[src/rtl/dagjls_pkg.sv]
// Shared constants, datapath operation codes and controller states
// for the job level scheduler. No dependencies.
`default_nettype none
package dagjls_pkg;
   localparam int MAX_VERTICES = 64;
   localparam int MAX_EDGES    = 256;
   localparam int VX_W   = 6;                         // job number width
   localparam int CNT_W  = 7;                         // job count, time width
   localparam int ETOT_W = $clog2(MAX_EDGES + 1);     // edge count width
   localparam int EADR_W = (MAX_EDGES > 1) ? $clog2(MAX_EDGES) : 1;
   localparam int PEND_W = $clog2(MAX_EDGES + 1);     // predecessor count width
   localparam int EDGE_W = 2 * VX_W;
   localparam logic [CNT_W-1:0] VC_RESET = CNT_W'(MAX_VERTICES);
   localparam logic [CNT_W-1:0] TIME_MAX = {CNT_W{1'b1}};
   localparam logic [2:0]       ADDR_VERTEX_COUNT = 3'd0;

   typedef enum logic [3:0] {
      OP_NONE, OP_ADD, OP_START, OP_CLEAR, OP_CNT_EDGE, OP_CNT_PEND, OP_CNT_WRITE,
      OP_IDX_RST, OP_SEED_RD, OP_SEED_WR, OP_POP, OP_NODE_TIME, OP_SCAN_EDGE,
      OP_SCAN_PEND, OP_SCAN_WRITE, OP_EMIT_LOAD
   } dp_op_type;

   typedef enum logic [4:0] {
      S_IDLE, S_CLEAR, S_CNT_EDGE, S_CNT_PEND, S_CNT_WRITE, S_SEED_RD, S_SEED_WR,
      S_POP, S_NODE_TIME, S_SCAN_EDGE, S_SCAN_PEND, S_SCAN_WRITE, S_EMIT_LOAD,
      S_EMIT_WAIT, S_FINISH
   } state_type;

   typedef struct packed {
      dp_op_type op;
      logic      finish;     // empty the edge store, clear the drop flag
   } cmd_type;

   typedef struct packed {
      logic idx_end;
      logic edge_end;
      logic queue_empty;
      logic rsp_taken;
   } status_type;
endpackage
`default_nettype wire

[src/rtl/dagjls_ctrl.sv]
// Controller state machine for the job level scheduler.
// Depends on dagjls_pkg; drives dagjls_dp through cmd_type.
`default_nettype none
module dagjls_ctrl
   import dagjls_pkg::*;
(
   input  wire logic       clock,
   input  wire logic       reset,
   input  wire logic       req_valid,
   input  wire logic       req_command,
   output logic            req_ready,
   input  wire status_type status,
   output cmd_type         cmd
);
   state_type state_ff, state_in;

   always_ff @(posedge clock) begin
      if (reset) begin
         state_ff <= S_IDLE;
      end else begin
         state_ff <= state_in;
      end
   end

   always_comb begin
      state_in   = state_ff;
      cmd.op     = OP_NONE;
      cmd.finish = 1'b0;
      req_ready  = 1'b0;
      unique case (state_ff)
         S_IDLE: begin
            req_ready = 1'b1;
            if (req_valid) begin
               if (req_command) begin
                  cmd.op   = OP_START;
                  state_in = S_CLEAR;
               end else begin
                  cmd.op = OP_ADD;
               end
            end
         end
         S_CLEAR: begin
            if (status.idx_end) begin
               state_in = S_CNT_EDGE;
            end else begin
               cmd.op = OP_CLEAR;
            end
         end
         S_CNT_EDGE: begin
            if (status.edge_end) begin
               cmd.op   = OP_IDX_RST;
               state_in = S_SEED_RD;
            end else begin
               cmd.op   = OP_CNT_EDGE;
               state_in = S_CNT_PEND;
            end
         end
         S_CNT_PEND: begin
            cmd.op   = OP_CNT_PEND;
            state_in = S_CNT_WRITE;
         end
         S_CNT_WRITE: begin
            cmd.op   = OP_CNT_WRITE;
            state_in = S_CNT_EDGE;
         end
         S_SEED_RD: begin
            if (status.idx_end) begin
               state_in = S_POP;
            end else begin
               cmd.op   = OP_SEED_RD;
               state_in = S_SEED_WR;
            end
         end
         S_SEED_WR: begin
            cmd.op   = OP_SEED_WR;
            state_in = S_SEED_RD;
         end
         S_POP: begin
            if (status.queue_empty) begin
               cmd.op   = OP_IDX_RST;
               state_in = S_EMIT_LOAD;
            end else begin
               cmd.op   = OP_POP;
               state_in = S_NODE_TIME;
            end
         end
         S_NODE_TIME: begin
            cmd.op   = OP_NODE_TIME;
            state_in = S_SCAN_EDGE;
         end
         S_SCAN_EDGE: begin
            if (status.edge_end) begin
               state_in = S_POP;
            end else begin
               cmd.op   = OP_SCAN_EDGE;
               state_in = S_SCAN_PEND;
            end
         end
         S_SCAN_PEND: begin
            cmd.op   = OP_SCAN_PEND;
            state_in = S_SCAN_WRITE;
         end
         S_SCAN_WRITE: begin
            cmd.op   = OP_SCAN_WRITE;
            state_in = S_SCAN_EDGE;
         end
         S_EMIT_LOAD: begin
            cmd.op   = OP_EMIT_LOAD;
            state_in = S_EMIT_WAIT;
         end
         S_EMIT_WAIT: begin
            if (status.rsp_taken) begin
               state_in = status.idx_end ? S_FINISH : S_EMIT_LOAD;
            end
         end
         S_FINISH: begin
            cmd.finish = 1'b1;
            state_in   = S_IDLE;
         end
         default: state_in = S_IDLE;
      endcase
   end
endmodule
`default_nettype wire

[src/rtl/dagjls_dp.sv]
// Datapath for the job level scheduler: edge store, predecessor counts,
// job times, ready queue, counters and result register. Depends on dagjls_pkg.
`default_nettype none
module dagjls_dp
   import dagjls_pkg::*;
(
   input  wire logic             clock,
   input  wire logic             reset,
   input  wire cmd_type          cmd,
   output status_type            status,
   input  wire logic [CNT_W-1:0] count,
   input  wire logic [VX_W-1:0]  req_edge_source,
   input  wire logic [VX_W-1:0]  req_edge_target,
   output logic                  rsp_valid,
   input  wire logic             rsp_ready,
   output logic [VX_W-1:0]       rsp_job_index,
   output logic [CNT_W-1:0]      rsp_finish_time,
   output logic                  rsp_last,
   output logic                  rsp_edge_dropped
);
   logic [EDGE_W-1:0] edge_mem  [MAX_EDGES];
   logic [PEND_W-1:0] pend_mem  [MAX_VERTICES];
   logic [CNT_W-1:0]  time_mem  [MAX_VERTICES];
   logic [VX_W-1:0]   queue_mem [MAX_VERTICES];

   logic [ETOT_W-1:0] edge_total_ff, e_ff;
   logic              drop_ff;
   logic [CNT_W-1:0]  i_ff, head_ff, tail_ff;
   logic [EDGE_W-1:0] edge_q_ff;
   logic [PEND_W-1:0] pend_q_ff;
   logic [CNT_W-1:0]  time_q_ff;
   logic [VX_W-1:0]   node_ff;
   logic              rsp_valid_ff, rsp_last_ff, rsp_drop_ff;
   logic [VX_W-1:0]   rsp_index_ff;
   logic [CNT_W-1:0]  rsp_time_ff;

   logic [VX_W-1:0] es, et;
   logic            in_range, match, add_ok, pend_zero, pend_one, q_room;
   logic [CNT_W-1:0] next_time;

   assign es        = edge_q_ff[EDGE_W-1:VX_W];
   assign et        = edge_q_ff[VX_W-1:0];
   assign in_range  = ({1'b0, es} < count) && ({1'b0, et} < count);
   assign match     = (es == node_ff) && ({1'b0, et} < count);
   assign pend_zero = (pend_q_ff == '0);
   assign pend_one  = (pend_q_ff == PEND_W'(1));
   assign q_room    = (tail_ff < CNT_W'(MAX_VERTICES));
   assign next_time = (time_q_ff == TIME_MAX) ? TIME_MAX : time_q_ff + CNT_W'(1);
   assign add_ok    = (edge_total_ff < ETOT_W'(MAX_EDGES)) &&
                      ({1'b0, req_edge_source} < count) &&
                      ({1'b0, req_edge_target} < count);

   assign status.idx_end     = (i_ff == count);
   assign status.edge_end    = (e_ff == edge_total_ff);
   assign status.queue_empty = (head_ff == tail_ff);
   assign status.rsp_taken   = rsp_valid_ff && rsp_ready;

   // edge store
   always_ff @(posedge clock) begin
      if (cmd.op == OP_ADD && add_ok) begin
         edge_mem[edge_total_ff[EADR_W-1:0]] <= {req_edge_source, req_edge_target};
      end
      if (cmd.op == OP_CNT_EDGE || cmd.op == OP_SCAN_EDGE) begin
         edge_q_ff <= edge_mem[e_ff[EADR_W-1:0]];
      end
   end

   // predecessor counts
   logic              pend_we;
   logic [VX_W-1:0]   pend_wa;
   logic [PEND_W-1:0] pend_wd;
   always_comb begin
      pend_we = 1'b0;
      pend_wa = et;
      pend_wd = pend_q_ff + PEND_W'(1);
      unique case (cmd.op)
         OP_CLEAR: begin
            pend_we = 1'b1;
            pend_wa = i_ff[VX_W-1:0];
            pend_wd = '0;
         end
         OP_CNT_WRITE:  pend_we = in_range;
         OP_SCAN_WRITE: begin
            pend_we = match && !pend_zero;
            pend_wd = pend_q_ff - PEND_W'(1);
         end
         default: pend_we = 1'b0;
      endcase
   end

   always_ff @(posedge clock) begin
      if (pend_we) begin
         pend_mem[pend_wa] <= pend_wd;
      end
      if (cmd.op == OP_CNT_PEND || cmd.op == OP_SCAN_PEND) begin
         pend_q_ff <= pend_mem[et];
      end else if (cmd.op == OP_SEED_RD) begin
         pend_q_ff <= pend_mem[i_ff[VX_W-1:0]];
      end
   end

   // job times and ready queue
   logic             time_we, queue_we;
   logic [VX_W-1:0]  time_wa;
   logic [CNT_W-1:0] time_wd;
   logic [VX_W-1:0]  queue_wd;
   always_comb begin
      time_we  = 1'b0;
      time_wa  = et;
      time_wd  = next_time;
      queue_we = 1'b0;
      queue_wd = et;
      unique case (cmd.op)
         OP_CLEAR: begin
            time_we = 1'b1;
            time_wa = i_ff[VX_W-1:0];
            time_wd = '0;
         end
         OP_SEED_WR: begin
            time_we  = pend_zero;
            time_wa  = i_ff[VX_W-1:0];
            time_wd  = CNT_W'(1);
            queue_we = pend_zero;
            queue_wd = i_ff[VX_W-1:0];
         end
         OP_SCAN_WRITE: begin
            time_we  = match && pend_one;
            queue_we = match && pend_one && q_room;
         end
         default: time_we = 1'b0;
      endcase
   end

   always_ff @(posedge clock) begin
      if (time_we) begin
         time_mem[time_wa] <= time_wd;
      end
      if (cmd.op == OP_NODE_TIME) begin
         time_q_ff <= time_mem[node_ff];
      end
      if (cmd.op == OP_EMIT_LOAD) begin
         rsp_time_ff  <= time_mem[i_ff[VX_W-1:0]];
         rsp_index_ff <= i_ff[VX_W-1:0];
         rsp_last_ff  <= (i_ff + CNT_W'(1) == count);
         rsp_drop_ff  <= drop_ff;
      end
      if (queue_we) begin
         queue_mem[tail_ff[VX_W-1:0]] <= queue_wd;
      end
      if (cmd.op == OP_POP) begin
         node_ff <= queue_mem[head_ff[VX_W-1:0]];
      end
   end

   // counters and control state
   always_ff @(posedge clock) begin
      if (reset) begin
         edge_total_ff <= '0;
         drop_ff       <= 1'b0;
         e_ff          <= '0;
         i_ff          <= '0;
         head_ff       <= '0;
         tail_ff       <= '0;
         rsp_valid_ff  <= 1'b0;
      end else begin
         if (cmd.finish) begin
            edge_total_ff <= '0;
            drop_ff       <= 1'b0;
         end
         if (status.rsp_taken) begin
            rsp_valid_ff <= 1'b0;
         end
         unique case (cmd.op)
            OP_ADD: begin
               if (add_ok) begin
                  edge_total_ff <= edge_total_ff + ETOT_W'(1);
               end else begin
                  drop_ff <= 1'b1;
               end
            end
            OP_START: begin
               e_ff    <= '0;
               i_ff    <= '0;
               head_ff <= '0;
               tail_ff <= '0;
            end
            OP_CLEAR, OP_SEED_WR: begin
               i_ff <= i_ff + CNT_W'(1);
               if (cmd.op == OP_SEED_WR && pend_zero) begin
                  tail_ff <= tail_ff + CNT_W'(1);
               end
            end
            OP_CNT_WRITE: e_ff <= e_ff + ETOT_W'(1);
            OP_SCAN_WRITE: begin
               e_ff <= e_ff + ETOT_W'(1);
               if (match && pend_one && q_room) begin
                  tail_ff <= tail_ff + CNT_W'(1);
               end
            end
            OP_IDX_RST:   i_ff <= '0;
            OP_POP:       head_ff <= head_ff + CNT_W'(1);
            OP_NODE_TIME: e_ff <= '0;
            OP_EMIT_LOAD: begin
               i_ff         <= i_ff + CNT_W'(1);
               rsp_valid_ff <= 1'b1;
            end
            default: e_ff <= e_ff;
         endcase
      end
   end

   assign rsp_valid        = rsp_valid_ff;
   assign rsp_job_index    = rsp_index_ff;
   assign rsp_finish_time  = rsp_time_ff;
   assign rsp_last         = rsp_last_ff;
   assign rsp_edge_dropped = rsp_drop_ff;
endmodule
`default_nettype wire

[src/rtl/dag_job_level_scheduler.sv]
// Job level scheduler top: register port, job count clamp, controller and datapath.
// Depends on dagjls_pkg, dagjls_ctrl and dagjls_dp.
//
// Usage: set vertex_count over the register port (byte address 0), then send
// edges on req_ (command 0), one transfer per cycle while idle. Edges that name
// a job at or above the count, or that exceed the edge store, are dropped and
// flagged in rsp_edge_dropped. A command 1 transfer starts a run: the block
// clears its tables, counts predecessors over every edge, seeds the ready
// queue with the jobs that have none, then for each dequeued job scans every
// edge. Results follow in job order; each result is held until it is taken
// before the next one is loaded, and rsp_last marks the final job. A stalled
// receiver holds the result register and the run.
// req_ready is low for the whole run. After the last transfer the edge store
// empties and the drop flag clears. Reset empties the store, clears the flag
// and sets the job count to 64; no clearing pass is needed.
`default_nettype none
module dag_job_level_scheduler
   import dagjls_pkg::*;
(
   input  wire logic              clock,
   input  wire logic              reset,
   input  wire logic              req_valid,
   output logic                   req_ready,
   input  wire logic              req_command,
   input  wire logic [VX_W-1:0]   req_edge_source,
   input  wire logic [VX_W-1:0]   req_edge_target,
   output logic                   rsp_valid,
   input  wire logic              rsp_ready,
   output logic [VX_W-1:0]        rsp_job_index,
   output logic [CNT_W-1:0]       rsp_finish_time,
   output logic                   rsp_last,
   output logic                   rsp_edge_dropped,
   input  wire logic              csr_psel,
   input  wire logic              csr_penable,
   input  wire logic              csr_pwrite,
   input  wire logic [2:0]        csr_paddr,
   input  wire logic [31:0]       csr_pwdata,
   output logic [31:0]            csr_prdata,
   output logic                   csr_pready
);
   logic [CNT_W-1:0] vc_ff;
   logic [CNT_W-1:0] count;
   logic             hit;
   cmd_type          cmd;
   status_type       status;

   assign csr_pready = 1'b1;
   assign hit        = (csr_paddr == ADDR_VERTEX_COUNT);

   always_ff @(posedge clock) begin
      if (reset) begin
         vc_ff <= VC_RESET;
      end else if (csr_psel && csr_penable && csr_pwrite && csr_pready && hit) begin
         vc_ff <= csr_pwdata[CNT_W-1:0];
      end
   end

   assign csr_prdata = hit ? {{(32 - CNT_W){1'b0}}, vc_ff} : 32'd0;

   // zero acts as one job, anything above capacity as full capacity
   always_comb begin
      if (vc_ff == '0) begin
         count = CNT_W'(1);
      end else if (vc_ff > CNT_W'(MAX_VERTICES)) begin
         count = CNT_W'(MAX_VERTICES);
      end else begin
         count = vc_ff;
      end
   end

   dagjls_ctrl u_ctrl (
      .clock       (clock),
      .reset       (reset),
      .req_valid   (req_valid),
      .req_command (req_command),
      .req_ready   (req_ready),
      .status      (status),
      .cmd         (cmd)
   );

   dagjls_dp u_dp (
      .clock            (clock),
      .reset            (reset),
      .cmd              (cmd),
      .status           (status),
      .count            (count),
      .req_edge_source  (req_edge_source),
      .req_edge_target  (req_edge_target),
      .rsp_valid        (rsp_valid),
      .rsp_ready        (rsp_ready),
      .rsp_job_index    (rsp_job_index),
      .rsp_finish_time  (rsp_finish_time),
      .rsp_last         (rsp_last),
      .rsp_edge_dropped (rsp_edge_dropped)
   );
endmodule
`default_nettype wire

[config.mk]
export PLATFORM = sky130hd
export DESIGN_NAME = dag_job_level_scheduler
export DESIGN_NICKNAME = d
export VERILOG_FILES = /design/src/rtl/dagjls_pkg.sv /design/src/rtl/dagjls_ctrl.sv /design/src/rtl/dagjls_dp.sv /design/src/rtl/dag_job_level_scheduler.sv
export SDC_FILE = /design/constraint.sdc
export NUM_CORES = 2
export LEC_CHECK = 0
export BUFFER_PORTS_ARGS = -buffer_cell sky130_fd_sc_hd__buf_2
export CORE_ASPECT_RATIO = 0.9
export CORE_MARGIN = 1.5
export CORE_UTILIZATION = 30
export CTS_CLUSTER_DIAMETER = 40
export CTS_CLUSTER_SIZE = 20
export DETAILED_ROUTE_END_ITERATION = 8
export GPL_ROUTABILITY_DRIVEN = 0
export GPL_TIMING_DRIVEN = 0
export MAX_ROUTING_LAYER = met4
export PLACE_DENSITY_LB_ADDON = 0.15
export RECOVER_POWER = 25
export SLEW_MARGIN = 10
export SYNTH_ARGS = -nofsm -noshare
export SYNTH_HDL_FRONTEND = slang
export SYNTH_MEMORY_MAX_BITS = 65536
export SYNTH_SLANG_ARGS = --single-unit
[constraint.sdc]
create_clock -name clock -period 8.25 [get_ports clock]
set_clock_uncertainty 0.2 [all_clocks]
set_input_delay 1.65 -clock clock [delete_from_list [all_inputs] [get_ports clock]]
set_output_delay 1.65 -clock clock [all_outputs]
set_load 0.005 [all_outputs]
==> key figures <==
Run status
  • Status: complete, but fails checks
  • Failing checks: design-rule violations, max-capacitance violations, max-slew violations, negative setup slack

Synthesis
  • Main synth FF type: edfxtp_1
  • Flops & latches, synth: 4587
  • Number of distinct library cells after synthesis: 78
  • Sequential element share of the synthesized area: 73.2%
  • Mapped Cells: 8697
  • EDFF count, synth: 4529
  • Syn Std Cell Area: 0.187 mm^2
  • YS warnings: 0
  • Avg Cell Area, Syn: 21.5 um^2
  • Synth async-reset ratio: 0%

Worst setup path
  • CP endpoint kind: register
  • Critical path's top delay family: buffers and inverters
  • Worst EP arrival: 8.91 ns
  • CP required: 8.85 ns
  • CP Max Fanout: 10
  • Max incr delay on CP: 1.13 ns
  • Cell Chain, Critical Path: buf_2 -> buf_2 -> buf_2 -> buf_2 -> buf_2 -> mux4_2 -> mux2i_1 -> o22ai_1 -> nor4b_1 -> a221oi_1 -> buf_4
  • Buf/Inv on CP: 6
  • WS Path Type: reg -> reg
  • CP max stage cell: buf_2
  • CP startpoint kind: register
  • Worst path most repeated cell: buf_2

Timing
  • Slew margin rel.: -336%
  • Measured slew at the worst slew-check pin: 6.54 ns
  • Fmax: 120 MHz
  • Period utilisation layout: 101%
  • Worst hold margin: 0.305 ns
  • Period minus WS final: 8.31 ns
  • PnR worst setup slack: -0.0563 ns
  • RSZ-0062 raised after global routing: no
  • Final Max Tran Viols: 1077
  • Final Hold Vio Count: 0
  • Final setup fails: 1

GRT
  • Vias in the first global route: 105000
  • Total Routing Usage GR: 25.9%
  • First-pass GRT wire length: 1050000 um
  • Grt ovf: 0
  • Antenna violations before repair: 118
  • Largest net degree at the start of global routing: 132

Finish
  • Most frequent cells in the layout: 4529 x edfxtp_1, 1570 x mux4_2, 689 x clkbuf_16, 286 x clkbuf_1, 255 x nor2_2
  • Layout area overhead: 23.4%
  • Most common cell after layout, fill and taps aside: edfxtp_1
  • Utilization after layout: 37.1%
  • Share of cells above drive strength 1: 38.4%
  • Post-layout net count: 10000

Drt
  • Initial drt markers: 18200
  • Routed Antenna Nets: 0
  • Vias per Instance: 5.82
  • WL final: 816000 um
  • Via count: 110000
  • Drt pass-1 iters: 9
  • WL/cell: 43.3 um
  • Drc violations: 4

Clock network
  • Post-CTS Setup Bufs: 0
  • CTS Root Buffer Type: clkbuf_16
  • CTS Buffer Depth: 4
  • Clock Sinks: 4587
  • Num CTS Buffers: 677
  • TritonCTS clock tree: built
  • H-tree lvl count: 6
  • Hold buffer count at CTS: 0
  • Post-CTS Resized: 0
  • Clk_lat worst skew: 1.14 ns
  • Worst-path clk slew: 0.05 ns

Place
  • Hpwl dp: 578000 um
  • Dpl ws: 0.124 ns
  • Port Buf Inserts: 53

Floorplan
  • I/O Pins: 105
  • Initial core utilization: 30.1%
  • Die W: 836 um
  • Die H: 753 um
  • FP Rows: 275
  • Die ar.: 0.629 mm^2
  • CORE AREA: 0.623 mm^2

Worst hold path
  • Hold WC Path Type: reg -> reg

Power and ir drop
  • Leakage: 70.4 nW
  • Worst vdd ir: 242 uV
  • Pwr per Cell Area: 258 mW/mm^2

Run
  • Max cap viols: 16
-- cell families after synthesis --
family | Yosys count | synth area share (%)
flops | 4587 | 73.2
xor+xnor | 43 | 0.201
simple gates | 994 | 2.49
mux | 1814 | 20.2
other cells | 2 | 0.00401
buf+inv | 630 | 1.42
fa+ha+maj | 33 | 0.220
compound gates | 594 | 2.25
-- tightest hold or removal path, cell delays in order, from the launching register on --
cell     delay [ns]
dfxtp_1        0.33
o31ai_1        0.07
a21oi_1        0.06
-- where the power goes --
group          internal (W)  switching [W]  leakage (nW)
Clock                0.0183         0.0118          11.3
Combinational       0.00125        0.00244          17.8
Sequential           0.0259      0.0000355          41.2
Total                0.0454         0.0143          70.4
-- through the flow --
step	TNS (ns)	power (W)	cells	area [um^2]
floorplan	0	0.0281	8721	187000
global placement	-	0.0298	17100	198000
detailed placement	0	0.0301	17600	208000
CTS	0	0.0599	18800	231000
global route	0	0.0610	18800	231000
finish	-0.0563	0.0597	18900	231000
-- synthesized netlist by cell type, types with 16 or more instances --
cell type,count,share of area (%)
a211oi_1,21,0.084
a21oi_1,117,0.31
a221oi_1,97,0.45
a22o_1,35,0.16
a22oi_1,102,0.41
a31oi_1,26,0.087
and2_1,20,0.067
and3_1,20,0.067
buf_1,119,0.24
buf_2,144,0.38
buf_4,32,0.13
clkbuf_1,311,0.62
dfxtp_1,58,0.62
edfxtp_1,4529,73
ha_1,33,0.22
inv_1,21,0.042
mux2_2,26,0.16
mux2i_1,218,1.2
mux4_2,1570,19
nand2_1,188,0.38
nand3_1,98,0.26
nand4_1,32,0.11
nor2_1,358,0.72
nor2b_1,29,0.097
nor3_1,144,0.38
nor4_1,20,0.067
o21ai_0,47,0.13
o22ai_1,32,0.11
xnor2_1,16,0.075
xor2_1,27,0.13
-- worst paths after layout --
| check | slack, ns | cells past startpoint | from | end |
|---|---|---|---|---|
| min reg2reg | 0.31 | 2 | u_dp.head_ff[6]$_SDFFE_PP0P_ | u_dp.head_ff[6]$_SDFFE_PP0P_ |
| max | -0.06 | 11 | u_dp.e_ff[0]$_SDFFE_PP0P_ | u_dp.edge_q_ff[9]$_DFFE_PP_ |
| min | 0.31 | 2 | u_dp.head_ff[6]$_SDFFE_PP0P_ | u_dp.head_ff[6]$_SDFFE_PP0P_ |
| max reg2reg | -0.06 | 11 | u_dp.e_ff[0]$_SDFFE_PP0P_ | u_dp.edge_q_ff[9]$_DFFE_PP_ |
-- flip-flops by register name, indices dropped and copies added, names as in the netlist, 7 cells and up, named ones only --
signal                count
vc_ff                     7
u_dp.queue_mem          384
u_dp.edge_mem          3072
u_dp.pend_q_ff            9
u_dp.rsp_finish_time      7
u_dp.edge_total_ff        9
u_dp.tail_ff              7
u_dp.pend_mem           576
u_dp.i_ff                 7
u_dp.edge_q_ff           12
u_dp.time_q_ff            7
u_dp.e_ff                 9
u_dp.time_mem           448
u_dp.head_ff              7
-- final cells by class --
class                      count  area (um^2)
clock inverter               512         6230
multi-input combinational   3504        49300
inverter                      24         90.1
tap                         8310        10400
antenna                       47          118
timing repair buffer         529         7650
fill                       56600       392000
clock buffer                 745        17500
sequential                  4587       137000
buffer                       606         2800
-- layer usage --
| metal | global-route usage, % | up-vias | wire length (um) |
|---|---|---|---|
| li1 | - | 40100 | - |
| met1 | 34.5 | 60500 | 328000 |
| met2 | 36.9 | 7581 | 352000 |
| met3 | 7.96 | 1548 | 93800 |
| met4 | 10.8 | 0 | 42300 |
| met5 | - | - | 0 |
(Power assumes the default switching activity.)
